File: src/rtl/kts_pkg.sv
`timescale 1ns / 1ps
package kts_pkg;

	localparam int NUM_COMP = 9;
	localparam logic [3:0] FRAME_COMP = 4'd9;

	localparam logic [2:0] REG_FPS        = 3'd0;
	localparam logic [2:0] REG_CLIP_LEN   = 3'd1;
	localparam logic [2:0] REG_SPEED      = 3'd2;
	localparam logic [2:0] REG_OFFSET     = 3'd3;
	localparam logic [2:0] REG_LOOP       = 3'd4;
	localparam logic [2:0] REG_KEY_COUNT  = 3'd5;

	localparam logic [7:0]  RST_FPS       = 8'd30;
	localparam logic [15:0] RST_CLIP_LEN  = 16'd1;
	localparam logic [23:0] RST_SPEED     = 24'd65536;
	localparam logic [16:0] RST_OFFSET    = 17'd0;
	localparam logic        RST_LOOP      = 1'b0;
	localparam logic [6:0]  RST_KEY_COUNT = 7'd1;

	localparam logic [16:0] ONE_Q16 = 17'h10000;

	typedef struct packed {
		logic [7:0]  fps;
		logic [15:0] clip_len;
		logic [23:0] speed;
		logic [16:0] offset;
		logic        loop_en;
		logic [6:0]  key_count;
	} cfg_t;

	typedef struct packed {
		logic        is_sample;
		logic        is_frame;
		logic [5:0]  key_index;
		logic [3:0]  component;
		logic [31:0] value;
		logic [31:0] frame;
	} req_t;

	typedef enum logic [2:0] {
		F_IDLE,
		F_MUL1,
		F_MUL2,
		F_SUM,
		F_MOD,
		F_PUSH
	} front_state_t;

	typedef enum logic [2:0] {
		B_IDLE,
		B_WALK,
		B_DSET,
		B_DIV,
		B_LRD,
		B_LMUL,
		B_LACC,
		B_OUT
	} back_state_t;

endpackage

File: src/rtl/kts_front.sv
`timescale 1ns / 1ps
module kts_front #(
	parameter int MAX_KEYS = 64
) (
	input  logic               clk,
	input  logic               arst_n,
	input  logic               start,
	output logic               busy,
	input  logic               mode,
	input  logic [5:0]         key_index,
	input  logic [3:0]         component,
	input  logic signed [31:0] load_value,
	input  logic [31:0]        state_time,
	input  kts_pkg::cfg_t      cfg,
	input  logic               q_full,
	output logic               push,
	output kts_pkg::req_t      push_req
);

	kts_pkg::front_state_t state_q, state_nx;
	kts_pkg::req_t req_q;
	logic [31:0] time_q;
	logic [55:0] p1_q;
	logic [63:0] p2_q;
	logic [32:0] offlen_q;
	logic [48:0] raw_q;
	logic [31:0] end_q;
	logic [31:0] rem_q;
	logic [5:0]  cnt_q;

	logic        load_ok;
	logic [16:0] off_sat;
	logic [15:0] len_sat;
	logic [31:0] end_c;
	logic [48:0] raw_sum;
	logic [32:0] mod_r;
	logic [31:0] rem_nx;

	assign load_ok = (32'(key_index) < MAX_KEYS) && (component <= kts_pkg::FRAME_COMP);
	assign off_sat = (cfg.offset > kts_pkg::ONE_Q16) ? kts_pkg::ONE_Q16 : cfg.offset;
	assign len_sat = (cfg.clip_len == 16'd0) ? 16'd1 : cfg.clip_len;
	assign end_c   = {len_sat, 16'h0000};
	assign raw_sum = 49'(p2_q[63:16]) + 49'(offlen_q);
	assign mod_r   = {rem_q, raw_q[48]};
	assign rem_nx  = (mod_r >= {1'b0, end_q}) ? 32'(mod_r - {1'b0, end_q}) : mod_r[31:0];

	always_comb begin
		state_nx = state_q;
		case (state_q)
			kts_pkg::F_IDLE: begin
				if (start) begin
					if (mode) begin
						state_nx = kts_pkg::F_MUL1;
					end else if (load_ok) begin
						state_nx = kts_pkg::F_PUSH;
					end
				end
			end
			kts_pkg::F_MUL1: state_nx = kts_pkg::F_MUL2;
			kts_pkg::F_MUL2: state_nx = kts_pkg::F_SUM;
			kts_pkg::F_SUM:  state_nx = cfg.loop_en ? kts_pkg::F_MOD : kts_pkg::F_PUSH;
			kts_pkg::F_MOD: begin
				if (cnt_q == 6'd0) begin
					state_nx = kts_pkg::F_PUSH;
				end
			end
			kts_pkg::F_PUSH: begin
				if (!q_full) begin
					state_nx = kts_pkg::F_IDLE;
				end
			end
			default: state_nx = kts_pkg::F_IDLE;
		endcase
	end

	always_comb begin
		busy = (state_q != kts_pkg::F_IDLE);
		push = (state_q == kts_pkg::F_PUSH) && !q_full;
	end

	always_ff @(posedge clk or negedge arst_n) begin
		if (!arst_n) begin
			state_q <= kts_pkg::F_IDLE;
		end else begin
			state_q <= state_nx;
		end
	end

	always_ff @(posedge clk) begin
		case (state_q)
			kts_pkg::F_IDLE: begin
				req_q.is_sample <= mode;
				req_q.is_frame  <= (component == kts_pkg::FRAME_COMP);
				req_q.key_index <= key_index;
				req_q.component <= component;
				req_q.frame     <= 32'd0;
				if (component == kts_pkg::FRAME_COMP) begin
					if (load_value < 0) begin
						req_q.value <= 32'd0;
					end else if (load_value > 32'sd65535) begin
						req_q.value <= 32'd65535;
					end else begin
						req_q.value <= load_value;
					end
				end else begin
					req_q.value <= load_value;
				end
				time_q <= state_time;
			end
			kts_pkg::F_MUL1: begin
				p1_q <= 56'(time_q) * 56'(cfg.speed);
			end
			kts_pkg::F_MUL2: begin
				p2_q     <= 64'(p1_q) * 64'(cfg.fps);
				offlen_q <= 33'(off_sat) * 33'(len_sat);
			end
			kts_pkg::F_SUM: begin
				raw_q <= raw_sum;
				end_q <= end_c;
				rem_q <= 32'd0;
				cnt_q <= 6'd48;
				req_q.frame <= (raw_sum < 49'(end_c)) ? raw_sum[31:0] : end_c;
			end
			kts_pkg::F_MOD: begin
				rem_q <= rem_nx;
				raw_q <= {raw_q[47:0], 1'b0};
				cnt_q <= cnt_q - 6'd1;
				if (cnt_q == 6'd0) begin
					req_q.frame <= rem_nx;
				end
			end
			default: begin
			end
		endcase
	end

	assign push_req = req_q;

endmodule

File: config.mk
export PLATFORM = sky130hd
export DESIGN_NAME = kts_front
export DESIGN_NICKNAME = d
export VERILOG_FILES = /design/src/rtl/kts_pkg.sv /design/src/rtl/kts_front.sv
export SDC_FILE = /design/constraint.sdc
export NUM_CORES = 2
export LEC_CHECK = 0
export ABC_CLOCK_PERIOD_IN_PS = 9770
export BUFFER_PORTS_ARGS = -buffer_cell sky130_fd_sc_hd__buf_2
export CAP_MARGIN = 20
export CORE_MARGIN = 2
export CORE_UTILIZATION = 30
export CTS_BUF_LIST = sky130_fd_sc_hd__clkbuf_16
export CTS_CLUSTER_DIAMETER = 100
export DETAILED_ROUTE_END_ITERATION = 10
export PLACE_DENSITY = 0.46
export SLEW_MARGIN = 20
export SYNTH_ARGS = -nofsm -noshare
export SYNTH_HDL_FRONTEND = slang
export SYNTH_SLANG_ARGS = --single-unit
export TNS_END_PERCENT = 10
File: constraint.sdc
create_clock -name clk -period 9.77 [get_ports clk]
set_input_delay 0.4885 -clock clk [delete_from_list [all_inputs] [get_ports clk]]
set_output_delay 0.4885 -clock clk [all_outputs]
set_load 0.05 [all_outputs]
==> impl_metrics.csv <==
group,metric,value,unit
die,pin_count,230,
yosys,post-synth-top-area-fraction,0.387,
yosys,synth_area_leaders,"sky130_fd_sc_hd__fa_1, sky130_fd_sc_hd__edfxtp_1, sky130_fd_sc_hd__ha_1",
clocking,post_cts.resized_instances,0,
drt,detail_route.wirelength.met1,82800,um
run_status,status,"finished clean",
min_path,hold-path-cell-count,1,
yosys,synth_compound_gate_area_share,0.0658,
min_path,worst_hold_class,"in -> reg",
sta,worst_pin_slew,1.11,ns
clocking,clock-sinks,351,
critical_path,crit_top_cell,"sky130_fd_sc_hd__fa_1",
clocking,clk_path_buf_depth,3,
cells_and_area,drive_gt1_frac,0.0708,
clocking,tritoncts.num_buffers,50,
drt,route.vias.total,44048,
clocking,htreeDepth,2,
yosys,yosys.area_share.adder,0.475,
critical_path,critical_path_arrival,8.70,ns
critical_path,timing.reg2reg.worst_path_depth,25,
cells_and_area,stdcell_area,68000,sq um
cells_and_area,nNetsFinal,8372,
critical_path,crit_path_end_kind,"register",
yosys,synth.avg_cell_area,9.54,sq um
global_route,pin_count_of_the_biggest_net_entering_global_routing,82,
die,floorplan.die.height,457,um
drt,met2WireLength,85600,um
yosys,synth.area.mux_share,0.000974,
yosys,asyncSetResetFlopFracSynth,0.00855,
sta,grt_setup_unrepaired,"no",
drt,route.detailed.drc,0,
sta,setup_viol,0,
yosys,synth_seq_cells,351,
yosys,postSynthCellCount,6462,
sta,slew_violations,0,
critical_path,criticalPathCategory,"reg -> reg",
sta,min_period_over_period,0.849,
yosys,mappedNetlistArea,61700,sq um
yosys,synth-main-ff-cell,"sky130_fd_sc_hd__edfxtp_1",
run,maxCapViolCount,0,
place,finalWeightedCongestion,0.834,
sta,fin_crit,8.30,ns
yosys,yosys_warnings,0,
die,core.rowCount,166,
critical_path,path_max_fanout,13,
sta,setup_tns,0,ns
die,placeableCoreArea,204000,sq um
sta,fmaxAchievable,0.121,GHz
yosys,syn_nets,8239,
global_route,grt_pass1_vias,47698,
global_route,grt_overflow,0,
drt,highest_layer,"met5",
drt,dr.pass1.iters,5,
place,detailed_place_hpwl,141000,um
yosys,seq_total_area_yosys,0.171,
die,die_w,457,um
sta,fin_worst_skew,0.0401,ns
critical_path,worst_setup_path_start_kind,"register",
cells_and_area,area_growth,10.3,%
yosys,yosys.area_share.xor_xnor,0.0255,
yosys,yosysTopAreaCell,"sky130_fd_sc_hd__fa_1",
clocking,clkSlewWorstSetupHoldPaths,0.05,ns
place,placed_instance_area,66000,sq um
yosys,main_combinational_cell_family_by_area_after_synthesis,"adder cells",
global_route,number_of_antenna_violations_at_the_first_check_in_global_routing,6,
clocking,clock_insertion_delay_worst_skew,0.67,ns
clocking,tritoncts,"done",
die,die_area,209000,sq um
drt,detail_route.wl_per_cell,19.4,um
sta,max_slew_margin,0.257,
critical_path,worst_path_largest_cell_delay,0.88,ns
clocking,buffers_inserted_by_post_cts_timing_repair,0,
drt,route.met3.wl,8170,um
drt,postRouteWirelength,181000,um
critical_path,worst_path_max_delay_cell,"sky130_fd_sc_hd__edfxtp_1",
global_route,groute.usage.overall,0.176,
critical_path,worstPathRequired,10.18,ns
yosys,synth_simple_gate_area_frac,0.169,
place,portBuffers,222,
global_route,grt_pass1_wl,285000,um
drt,ant_nets,0,
sta,report.final.hold_viol_count,0,
yosys,synth_enable_flop_cells,348,
yosys,synth.lib_cells_used.distinct,84,
drt,drt_first_iter_violations,2289,
clocking,clock_root_buffer_master,"sky130_fd_sc_hd__clkbuf_16",
drt,vias_per_cell,4.72,
die,effective_utilization_at_floorplan,0.302,
## Yosys cell counts (all sizes together), types with 99 or more instances
| cell type | number |
|---|---|
| clkbuf | 291 |
| nand2 | 1101 |
| xnor2 | 122 |
| inv | 1219 |
| a21oi | 172 |
| and2 | 622 |
| nor2 | 149 |
| o21ai | 115 |
| a21o | 99 |
| ha | 434 |
| edfxtp | 348 |
| fa | 1191 |
## worst max-delay path: cells and delay by family (launching register included)
family / cells / cell delay [ns]
compound gates: 7 / 1.87
xor+xnor: 1 / 0.14
fa+ha+maj: 8 / 3.75
buf+inv: 6 / 0.72
flops: 1 / 0.88
simple gates: 3 / 0.66
## placed cells by master, fill, tap and decap left out, drive strengths merged, types with 12 or more instances in the layout
master	instances
xor2	57
o21a	34
and4	15
fa	1191
o211ai	12
a31oi	19
and3	33
clkbuf	51
xnor2	122
nor3	41
dlygate4sd3	41
inv	1234
nand2	1101
nor2	149
nand4	33
nor4	21
ha	434
o21ai	115
nor2b	33
o21bai	30
edfxtp	348
buf	348
a211oi	19
nand3	57
clkinv	20
and2	622
a221o	17
nand2b	20
a21oi	172
a21o	99
## per-layer routing
layer	up-vias	GRT usage
li1	20208	-
met4	4	0.0446
met2	989	0.292
met3	208	0.0218
met5	-	0
met1	22639	0.241
## cell families after synthesis
| family | count (synthesis) |
|---|---|
| and+or+nand+nor | 2161 |
| muxes | 6 |
| adders and majority gates | 1625 |
| buffers and inverters | 1528 |
| xor gates and xnor gates | 179 |
| DFF | 351 |
| AOI/OAI and AO/OA | 612 |
## layout make-up
type                            count  area [sq um]
Clock buffer                       51          1280
Sequential cell                   351         10500
Clock inverter                     42           353
Tap cell                         2688          3360
Multi-Input combinational cell   4583         45400
Fill cell                       21246        136000
Timing Repair Buffer              389          2470
Inverter                         1220          4580
Antenna cell                        4          10.0
## metrics by stage
stage	instances	util	setup WS, ns	hold WS [ns]
after detailed placement	9190	0.323	1.31	0.293
final	9328	0.333	1.47	0.0542
after global placement	9190	0.323	1.27	0.292
after global routing	9327	0.333	1.15	0.0248
after CTS	9324	0.333	1.46	0.0114
after floorplan	6462	-	2.30	0.193
## flip-flops by register name (all words and copies together) (netlist names)
signal / cells
state_q: 3
p2_q: 48
rem_q: 32
raw_q: 49
time_q: 32
offlen_q: 33
end_q: 16
p1_q: 56
cnt_q: 6
push_req: 76
## worst paths after layout
check                         startpoint    endpoint  slack, ns
min                        state_time[5]   time_q[5]       0.05
max in group asynchronous         arst_n  state_q[1]       9.48
max                            time_q[9]    p1_q[53]       1.47
max reg2reg                    time_q[9]    p1_q[53]       1.47
min reg2reg                     raw_q[5]    raw_q[6]       0.51
min in group asynchronous         arst_n  state_q[0]       0.18
## timing repair
action / in CTS / in global routing
endpoints found under the setup margin: 0 / 0
hold buffers: 41 / 0
hold endpoints to repair: 43 / 0
Power is left out: the tool's default activity adds up to more than one toggle a clock period on the data nets, which glitch-free logic cannot reach.
