$ cat src/rtl/kts_pkg.sv
`timescale 1ns / 1ps
package kts_pkg;

	localparam int NUM_COMP = 9;
	localparam logic [3:0] FRAME_COMP = 4'd9;

	localparam logic [2:0] REG_FPS        = 3'd0;
	localparam logic [2:0] REG_CLIP_LEN   = 3'd1;
	localparam logic [2:0] REG_SPEED      = 3'd2;
	localparam logic [2:0] REG_OFFSET     = 3'd3;
	localparam logic [2:0] REG_LOOP       = 3'd4;
	localparam logic [2:0] REG_KEY_COUNT  = 3'd5;

	localparam logic [7:0]  RST_FPS       = 8'd30;
	localparam logic [15:0] RST_CLIP_LEN  = 16'd1;
	localparam logic [23:0] RST_SPEED     = 24'd65536;
	localparam logic [16:0] RST_OFFSET    = 17'd0;
	localparam logic        RST_LOOP      = 1'b0;
	localparam logic [6:0]  RST_KEY_COUNT = 7'd1;

	localparam logic [16:0] ONE_Q16 = 17'h10000;

	typedef struct packed {
		logic [7:0]  fps;
		logic [15:0] clip_len;
		logic [23:0] speed;
		logic [16:0] offset;
		logic        loop_en;
		logic [6:0]  key_count;
	} cfg_t;

	typedef struct packed {
		logic        is_sample;
		logic        is_frame;
		logic [5:0]  key_index;
		logic [3:0]  component;
		logic [31:0] value;
		logic [31:0] frame;
	} req_t;

	typedef enum logic [2:0] {
		F_IDLE,
		F_MUL1,
		F_MUL2,
		F_SUM,
		F_MOD,
		F_PUSH
	} front_state_t;

	typedef enum logic [2:0] {
		B_IDLE,
		B_WALK,
		B_DSET,
		B_DIV,
		B_LRD,
		B_LMUL,
		B_LACC,
		B_OUT
	} back_state_t;

endpackage

$ cat src/rtl/kts_queue.sv
`timescale 1ns / 1ps
module kts_queue (
	input  logic          clk,
	input  logic          arst_n,
	input  logic          push,
	input  kts_pkg::req_t push_req,
	output logic          full,
	input  logic          pop,
	output logic          empty,
	output kts_pkg::req_t pop_req
);

	kts_pkg::req_t entry_q [2];
	logic       wr_q, rd_q;
	logic [1:0] count_q;

	assign full    = (count_q == 2'd2);
	assign empty   = (count_q == 2'd0);
	assign pop_req = entry_q[rd_q];

	always_ff @(posedge clk or negedge arst_n) begin
		if (!arst_n) begin
			wr_q    <= 1'b0;
			rd_q    <= 1'b0;
			count_q <= 2'd0;
		end else begin
			if (push) begin
				wr_q <= !wr_q;
			end
			if (pop) begin
				rd_q <= !rd_q;
			end
			if (push && !pop) begin
				count_q <= count_q + 2'd1;
			end else if (pop && !push) begin
				count_q <= count_q - 2'd1;
			end
		end
	end

	always_ff @(posedge clk) begin
		if (push) begin
			entry_q[wr_q] <= push_req;
		end
	end

endmodule

$ cat config.mk
export PLATFORM = sky130hd
export DESIGN_NAME = kts_queue
export DESIGN_NICKNAME = d
export VERILOG_FILES = /design/src/rtl/kts_pkg.sv /design/src/rtl/kts_queue.sv
export SDC_FILE = /design/constraint.sdc
export NUM_CORES = 1
export LEC_CHECK = 0
export ABC_AREA = 1
export BUFFER_PORTS_ARGS = -buffer_cell sky130_fd_sc_hd__buf_2
export CAP_MARGIN = 20
export CORE_MARGIN = 4
export CORE_UTILIZATION = 42
export DETAILED_ROUTE_END_ITERATION = 10
export PLACE_DENSITY = 0.74
export SLEW_MARGIN = 20
export SYNTH_ARGS = -nofsm -noshare
export SYNTH_HDL_FRONTEND = slang
export SYNTH_SLANG_ARGS = --single-unit
$ cat constraint.sdc
create_clock -name clk -period 7.87 [get_ports clk]
set_input_delay 0.3935 -clock clk [delete_from_list [all_inputs] [get_ports clk]]
set_output_delay 0.3935 -clock clk [all_outputs]
set_load 0.02 [all_outputs]
==> results of run 1 <==
## kinds of logic after synthesis
logic type | after synthesis | synth area share [%]
xor gates and xnor gates | 3 | 0.451
adders and majority gates | 1 | 0.215
buffers and inverters | 16 | 1.95
DFF | 156 | 80.1
muxes | 76 | 16.6
and+or+nand+nor | 10 | 0.709
## where the power goes
part | internal (µW) | total, µW | switching, µW
Combinational | 375 | 857 | 482
Clock | 435 | 751 | 317
Sequential | 1100 | 1190 | 86.0
## state kept, by name, indices dropped and copies added, names as in the netlist
signal   count
count_q      2
rd_q         1
entry_q    152
wr_q         1
## worst paths after layout
path	slack [ns]	end	cells after the start
max	5.37	pop_req[73]	3
min	0.17	entry_q[1][17]$_DFFE_PP_	1
max reg2reg	5.89	entry_q[1][39]$_DFFE_PP_	3
min reg2reg	0.52	count_q[1]$_DFFE_PN0P_	2
max in group asynchronous	7.41	rd_q$_DFFE_PN0P_	2
min in group asynchronous	0.32	count_q[0]$_DFFE_PN0P_	2
## worst reg2reg max path: stages (launching register included)
cell and delay, ns:
dfrtp_1 0.42, nand2_1 0.09, clkinv_2 0.47, buf_4 0.59
## cell type report
cell class | count | area [µm²] | area share (%)
Clock buffer | 18 | 429 | 5.81
Clock inverter | 14 | 124 | 1.68
Inverter | 7 | 27.5 | 0.373
Multi-Input combinational cell | 90 | 1060 | 14.3
Sequential cell | 156 | 4670 | 63.2
Tap cell | 176 | 220 | 2.98
Timing Repair Buffer | 162 | 858 | 11.6
## layer usage
layer	wire [µm]	track usage, %
met4	212	5.36
met3	751	5.33
met1	4130	15.8
met5	0	0
met2	5290	23.2
## synthesized netlist by cell type
| master | n | share of area (%) |
|---|---|---|
| buf_2 | 4 | 0.34 |
| buf_6 | 2 | 0.39 |
| buf_8 | 3 | 0.77 |
| dfrtp_1 | 4 | 1.7 |
| edfxtp_1 | 152 | 78 |
| ha_1 | 1 | 0.21 |
| inv_1 | 7 | 0.45 |
| mux2_2 | 46 | 8.9 |
| mux2_4 | 30 | 7.7 |
| nand2_1 | 5 | 0.32 |
| nand3_1 | 1 | 0.086 |
| nand4_1 | 1 | 0.11 |
| nor2_1 | 3 | 0.19 |
| xnor2_1 | 1 | 0.15 |
| xor2_1 | 2 | 0.30 |
## per-stage QoR
| step | power [µW] | setup WS [ns] | utilization [%] | instances |
|---|---|---|---|---|
| after floorplan | 1830 | 3.74 | - | 262 |
| after global placement | 2050 | 5.44 | 50.5 | 588 |
| after detailed placement | 2080 | 5.38 | 50.7 | 589 |
| after CTS | 2840 | 5.29 | 54.9 | 622 |
| after global routing | 2940 | 5.23 | 55.1 | 623 |
| final | 2800 | 5.37 | 55.1 | 623 |
## repair_timing
| action | 4_1_cts | 5_1_grt |
|---|---|---|
| endpoints found under the hold margin | 4 | 0 |
| setup buffers | 0 | 0 |
| gates resized for setup | 0 | 0 |
| hold buffers | 1 | 0 |
==> impl_metrics.ini, run 1 <==
[synthesis]
syn-instance-count = 262
ys.warnings.count = 0
syn_avg_cell_area_um2 = 22.2
synth-seq-cells = 156
synth_cell_types = 15
syn_nets = 343
ys_seq_area_share_pct = 80.1
syn_area_um2 = 5830

[clock_tree]
clk_latency_ns = 0.41
clk_path_buf_depth = 2
clk_pin_slew_ns = 0.06
htreeDepth = 4
numCtsBuffers = 17
tritoncts = done
cts.sinks = 156
ctsRootBufferMaster = clkbuf_16

[route]
vias_per_cell = 4.72
ant_nets = 0
dr.pass1.iters = 4
drt-initial-drc-count = 120
drc = 0
wl_per_cell_um = 16.7
finalWirelength_mm = 10.4
vias = 2940

[global_routing]
grt_pass1_wl_mm = 16.7
grt-ovfl-total = 0
grt_usage_pct = 13.7
antenna_found_initial = 0
grt_max_degree = 42
grt_pass1_vias = 3289

[die]
die_y_um = 126
fp-row-count = 42
coreArea_um2 = 13400
chipWidth_um = 126
initial_core_util_pct = 43.5
io_pins = 158
dieArea_um2 = 15800

[setup_path]
cp-start-kind = register
path_buf_inv = 2
worst_ep_arrival_time_ns = 2.11
endpoint_kind = output pin
worst_ep_required_time_ns = 7.48
r2r_start = wr_q$_DFFE_PN0P_
cp_slowest_cell = dfrtp_4
crit_family = flip-flops
critPathMaxFanout = 41
path_class = reg -> out
critical_path.max_stage_delay_ns = 0.82
critical_path.cell_chain = buf_16, mux2_2, buf_2
crit_path_start = rd_q$_DFFE_PN0P_

[hold_path]
hp-class = in -> reg
min_from = push_req[17]

[placed_design]
hpwl_mm = 6.99
finalWeightedCongestion = 0.675
portBuffers = 157
postPlaceCellArea_um2 = 6800

[timing]
finalSetupViolations = 0
whs_ns = 0.170
slew_viol_final = 0
period_share_pct = 31.8
hold_violations = 0
finClkSkew_ns = 0.00296
slew_headroom_pct = 54.4
tns_ns = 0
fmax_ghz = 0.400
rsz0062_at_grt = false
min_period_ns = 2.50
tightest_slew_ns = 0.684

[finish]
n_fill_cell = 1065
fin_area_um2 = 7380
final_common_cell = buf_2
final_nets = 515
n_antenna_cell = 0
area_growth_pct = 26.7
drive_above_1_share_pct = 60.6
layout_common_cells = buf_2, edfxtp_1, mux2_2

[pwr]
leakagePower_uw = 0.00289
max-vdd-ir-drop_uv = 277
power_density_nw_per_um2 = 379

[run]
max_cap_viol_count = 0

[outcome]
outcome = finished clean
Note: power is estimated with default switching activity, not from simulation.
==> run 2: changes to the inputs <==
--- a/config.mk
+++ b/config.mk
@@ -11,7 +11,7 @@
 export CORE_MARGIN = 4
 export CORE_UTILIZATION = 42
 export DETAILED_ROUTE_END_ITERATION = 10
-export PLACE_DENSITY = 0.74
+export PLACE_DENSITY = 0.77
 export SLEW_MARGIN = 20
 export SYNTH_ARGS = -nofsm -noshare
 export SYNTH_HDL_FRONTEND = slang
==> constraint.sdc (replaced) <==
create_clock -name clk -period 2.02 [get_ports clk]
set_input_delay 0.101 -clock clk [delete_from_list [all_inputs] [get_ports clk]]
set_output_delay 0.101 -clock clk [all_outputs]
set_load 0.02 [all_outputs]
==> run 2 against run 1 <==
  * Non-clock buffer count is 80 higher
  * Clock skew is 0.0043 ns higher
  * Sequential share of layout area is 6.3 points lower
  * Sequential power grew to 3.8 times the previous value
  * Flip-flop and latch count stayed put
  * Highest routed layer unchanged
  * Via count is 10% higher
==> impl_metrics.ini, run 2 (synthesized netlist as in run 1, its figures left out) <==
[finish]
layout_common_cells = buf_2, edfxtp_1, dlygate4sd3_1
final-seq-area_um2 = 4670
n_fill_cell = 957
drive_above_1_share_pct = 50.7
largest-register = entry_q
final_common_cell = buf_2
final_nets = 595
multi_input_area_um2 = 1060
area_growth_pct = 40.8
reg_top3 = entry_q x152, count_q x2
largest_reg_flops = 152
n_antenna_cell = 0

[pwr]
power_frac_seq_pct = 40.3
p_int_uw = 7810
power_frac_comb_pct = 32.6
power_density_nw_per_um2 = 1360
p_switching_uw = 3390
leakagePower_uw = 0.00324
sw_frac_of_total_pct = 30.3
p_clk_share_pct = 27.1
max-vdd-ir-drop_uv = 1030
total_power_uw = 11200

[setup_path]
r2r_slack_ns = 0.69
critPathMaxFanout = 34
path_class = reg -> out
worst_ep_required_time_ns = 1.92
critical_path.cell_chain = buf_12, mux2_2, buf_2
reg2reg_depth = 3
worst_ep_arrival_time_ns = 1.78
cp-start-kind = register
timing.rr.end = entry_q[1][34]$_DFFE_PP_
critical_path.max_stage_delay_ns = 0.53
r2r_start = wr_q$_DFFE_PN0P_
endpoint_kind = output pin
cp_slowest_cell = dfrtp_4

[route]
vias = 3237
wl_per_cell_um = 16.1
top_layer = met4
dr_wl_met3_um = 749
finalWirelength_mm = 11.3
drt-initial-drc-count = 186
wl_met2_mm = 5.91
wirelength_met1_mm = 4.42
dr.pass1.iters = 4
drc = 0
vias_per_cell = 4.62
ant_nets = 0

[die]
dieArea_um2 = 15800
io_pins = 158
fp-row-count = 42
chipWidth_um = 126
die_y_um = 126
initial_core_util_pct = 43.5
coreArea_um2 = 13400

[timing]
tightest_slew_ns = 0.361
tns_ns = 0
slew_headroom_pct = 76.0
min_period_ns = 1.88
finalSetupViolations = 0
rsz0062_at_grt = false
period_share_pct = 93.2
fmax_ghz = 0.531
slew_viol_final = 0
finClkSkew_ns = 0.00731
whs_ns = 0.0391
hold_violations = 0

[clock_tree]
clk_pin_slew_ns = 0.05
numCtsBuffers = 17
postCtsSetupRepairBufs = 0
clk_path_buf_depth = 2
ctsRootBufferMaster = clkbuf_16
tritoncts = done
clk_latency_ns = 0.42
htreeDepth = 4
cts.sinks = 156

[global_routing]
grt_usage_pct = 14.7
grt_pass1_vias = 3552
grt_max_degree = 52
grt-ovfl-total = 0
grt_pass1_wl_mm = 17.8
antenna_found_initial = 0

[run]
max_cap_viol_count = 0

[placed_design]
finalWeightedCongestion = 0.703
portBuffers = 157
hpwl_mm = 7.02

[outcome]
outcome = finished clean

[hold_path]
hp-class = in -> async
==> run 2: final cells by class <==
type | count | share of cell area [%]
sequential | 156 | 56.9
timing repair buffer | 242 | 20.4
multi-input combinational | 90 | 12.9
clock buffer | 19 | 5.28
tap | 176 | 2.68
clock inverter | 11 | 1.56
inverter | 7 | 0.366
==> run 2: what timing repair did <==
action,4_1_cts,5_1_grt
hold buffers,79,0
endpoints found under the hold margin,158,0
resized for setup,0,0
==> run 2: power groups by stage <==
stage	sequential, µW	clock, µW	combinational (µW)
global placement	4540	0	3530
CTS	4520	3110	3710
finish	4510	3040	3650
detailed placement	4580	0	3580
floorplan	4490	0	2620
global route	4570	3270	3880
==> run 2: how the worst max path moves through the flow <==
stage,start,endpoint,slack [ns],cells past startpoint
finish,rd_q$_DFFE_PN0P_,pop_req[72],0.14,3
global route,rd_q$_DFFE_PN0P_,pop_req[72],0.06,3
CTS,rd_q$_DFFE_PN0P_,pop_req[72],0.11,3
detailed placement,rd_q$_DFFE_PN0P_,pop_req[72],0.57,3
global placement,rd_q$_DFFE_PN0P_,pop_req[69],0.58,3
floorplan,wr_q$_DFFE_PN0P_,entry_q[1][0]$_DFFE_PP_,0.009,2
==> run 2: through the flow <==
| stage | area (µm²) | std cells | worst slack (ns) | util (%) |
|---|---|---|---|---|
| after floorplan | 5840 | 262 | 0.00908 | - |
| after global placement | 6860 | 592 | 0.580 | 51.2 |
| after detailed placement | 6860 | 592 | 0.567 | 51.2 |
| after CTS | 8210 | 701 | 0.109 | 61.2 |
| after global routing | 8210 | 701 | 0.0627 | 61.2 |
| final | 8210 | 701 | 0.138 | 61.2 |
==> run 2: worst max-delay path, delay by kind of cell, from the launching register on <==
| family | cells | cell delay (ns) |
|---|---|---|
| flip-flops | 1 | 0.53 |
| buffers and inverters | 2 | 0.43 |
| multiplexers | 1 | 0.37 |
==> run 2: per-layer routing <==
layer	GRT usage [%]	vias up
met4	6.69	0
met5	0	-
met2	25.5	121
met3	5.21	19
li1	-	1532
met1	16.3	1565
==> run 3: changes to the inputs <==
--- a/config.mk
+++ b/config.mk
@@ -5,7 +5,6 @@
 export SDC_FILE = /design/constraint.sdc
 export NUM_CORES = 1
 export LEC_CHECK = 0
-export ABC_AREA = 1
 export BUFFER_PORTS_ARGS = -buffer_cell sky130_fd_sc_hd__buf_2
 export CAP_MARGIN = 20
 export CORE_MARGIN = 4
==> run 3 against run 2 <==
  * Die area is 0.33% lower
  * Final cell count decreased by 0.86%
  * Clock skew up 0.0026 ns
  * Via count down 0.46%
  * Largest power group unchanged
==> impl_metrics.ini, run 3 <==
[outcome]
outcome = finished clean

[clock_tree]
ctsRootBufferMaster = clkbuf_16
htreeDepth = 4
postCtsSetupRepairBufs = 0
clk_latency_ns = 0.41
cts.sinks = 156
tritoncts = done
clk_pin_slew_ns = 0.06
numCtsBuffers = 17
clk_path_buf_depth = 2

[placed_design]
finalWeightedCongestion = 0.716
post-place-ws_ns = 0.529
portBuffers = 157
postPlaceCellArea_um2 = 6820
hpwl_mm = 7.06

[timing]
rsz0062_at_grt = false
tightest_slew_ns = 0.478
finClkSkew_ns = 0.00989
period_share_pct = 91.4
hold_violations = 0
finalSetupViolations = 0
slew_viol_final = 0
slew_headroom_pct = 68.1
fmax_ghz = 0.542
layout_setup_ws_ns = 0.175
tns_ns = 0
min_period_ns = 1.85

[synthesis]
yosys.area.top_type = edfxtp_1
synth-seq-cells = 156
syn-instance-count = 253
syn_area_um2 = 5810
dominantRegCellSynth = edfxtp_1
synth_commonest_cells = edfxtp_1, mux2_2, mux2_4
async_reset_ff_share_pct = 2.56
ys.warnings.count = 0
synth.area.top_cells = edfxtp_1, mux2_2, mux2_4
yosysMostFrequentCell = edfxtp_1
ys_seq_area_share_pct = 80.3
synth_cell_types = 14
synth_top_area_share_pct = 78.6
synth-edff-count = 152
syn_avg_cell_area_um2 = 23.0
syn_nets = 334

[setup_path]
worst_ep_arrival_time_ns = 1.74
cp-start-kind = register
critical_path.cell_chain = buf_12, mux2_2, buf_2
critical_path.max_stage_delay_ns = 0.42
worst_ep_required_time_ns = 1.92
path_class = reg -> out
cp_slowest_cell = dfrtp_4
crit_family = buffers and inverters
path_buf_inv = 2
endpoint_kind = output pin
critPathMaxFanout = 53

[die]
coreArea_um2 = 13400
initial_core_util_pct = 43.3
die_y_um = 126
chipWidth_um = 126
fp-row-count = 42
dieArea_um2 = 15800
io_pins = 158

[route]
vias = 3222
wl_per_cell_um = 16.8
vias_per_cell = 4.64
ant_nets = 0
drc = 0
drt-initial-drc-count = 143
dr.pass1.iters = 4
finalWirelength_mm = 11.6

[global_routing]
grt_pass1_vias = 3707
grt_usage_pct = 15.1
grt_pass1_wl_mm = 18.5
grt-ovfl-total = 0
antenna_found_initial = 0
grt_max_degree = 54

[finish]
final_common_cell = buf_2
drive_above_1_share_pct = 52.4
reg_top3 = entry_q x152, count_q x2
n_antenna_cell = 0
largest-register = entry_q
largest_reg_flops = 152
area_growth_pct = 41.7
layout_common_cells = buf_2, edfxtp_1, dlygate4sd3_1
fin_area_um2 = 8230
final_nets = 587

[pwr]
leakagePower_uw = 0.00323
power_density_nw_per_um2 = 1380
max-vdd-ir-drop_uv = 854

[run]
max_cap_viol_count = 0

[hold_path]
hp-class = in -> reg
run 3: final cells by class:
cell class	instances	area [µm²]
Timing Repair Buffer	243	1670
Clock inverter	11	143
Inverter	1	3.75
Tap cell	176	220
Multi-Input combinational cell	87	1060
Sequential cell	156	4670
Fill cell	961	5170
Clock buffer	21	460
run 3: metrics by stage:
step | hold WS, ns | std cells | total power [µW] | util (%)
floorplan | -0.195 | 253 | 7100 | -
global placement | -0.0905 | 583 | 8050 | 50.9
detailed placement | -0.0884 | 583 | 8130 | 50.9
CTS | 0.384 | 695 | 11500 | 61.4
global route | 0.398 | 695 | 11900 | 61.4
finish | 0.415 | 695 | 11300 | 61.4
run 3: report_power, final:
group	switching [µW]	total [µW]	internal, µW
clock network	1190	3190	2000
logic	2080	3660	1590
registers	181	4480	4300
total	3450	11300	7890
run 3: routing by layer:
| layer | track usage (%) | wire length (µm) |
|---|---|---|
| met3 | 5.71 | 709 |
| met1 | 16.4 | 4410 |
| met5 | 0 | 0 |
| met2 | 27.6 | 6400 |
| met4 | 4.21 | 129 |
run 3: kinds of logic (layout without fill, tap and decap cells):
group	count (synthesis)	after routing	share of synthesized area [%]
XOR/XNOR	5	5	0.754
flip-flops	156	156	80.3
multiplexers	76	76	16.7
buffers and inverters	10	276	1.57
AND/OR/NAND/NOR	5	5	0.453
adder cells (fa/ha/maj)	1	1	0.215
run 3: timing repair:
item | CTS | global route
setup endpoints to repair | 0 | 0
hold buffers | 80 | 0
gates resized for setup | 0 | 0
endpoints found under the hold margin | 158 | 0
run 3: worst paths after layout:
check	start	to	slack, ns	depth (start not counted)
setup / recovery	rd_q$_DFFE_PN0P_	pop_req[3]	0.17	3
hold / removal	push_req[28]	entry_q[1][28]$_DFFE_PP_	0.42	2
setup reg to reg	wr_q$_DFFE_PN0P_	entry_q[1][28]$_DFFE_PP_	0.53	2
hold reg to reg	count_q[1]$_DFFE_PN0P_	count_q[1]$_DFFE_PN0P_	0.51	1
max in group asynchronous	arst_n	rd_q$_DFFE_PN0P_	1.23	3
min in group asynchronous	arst_n	wr_q$_DFFE_PN0P_	0.58	3
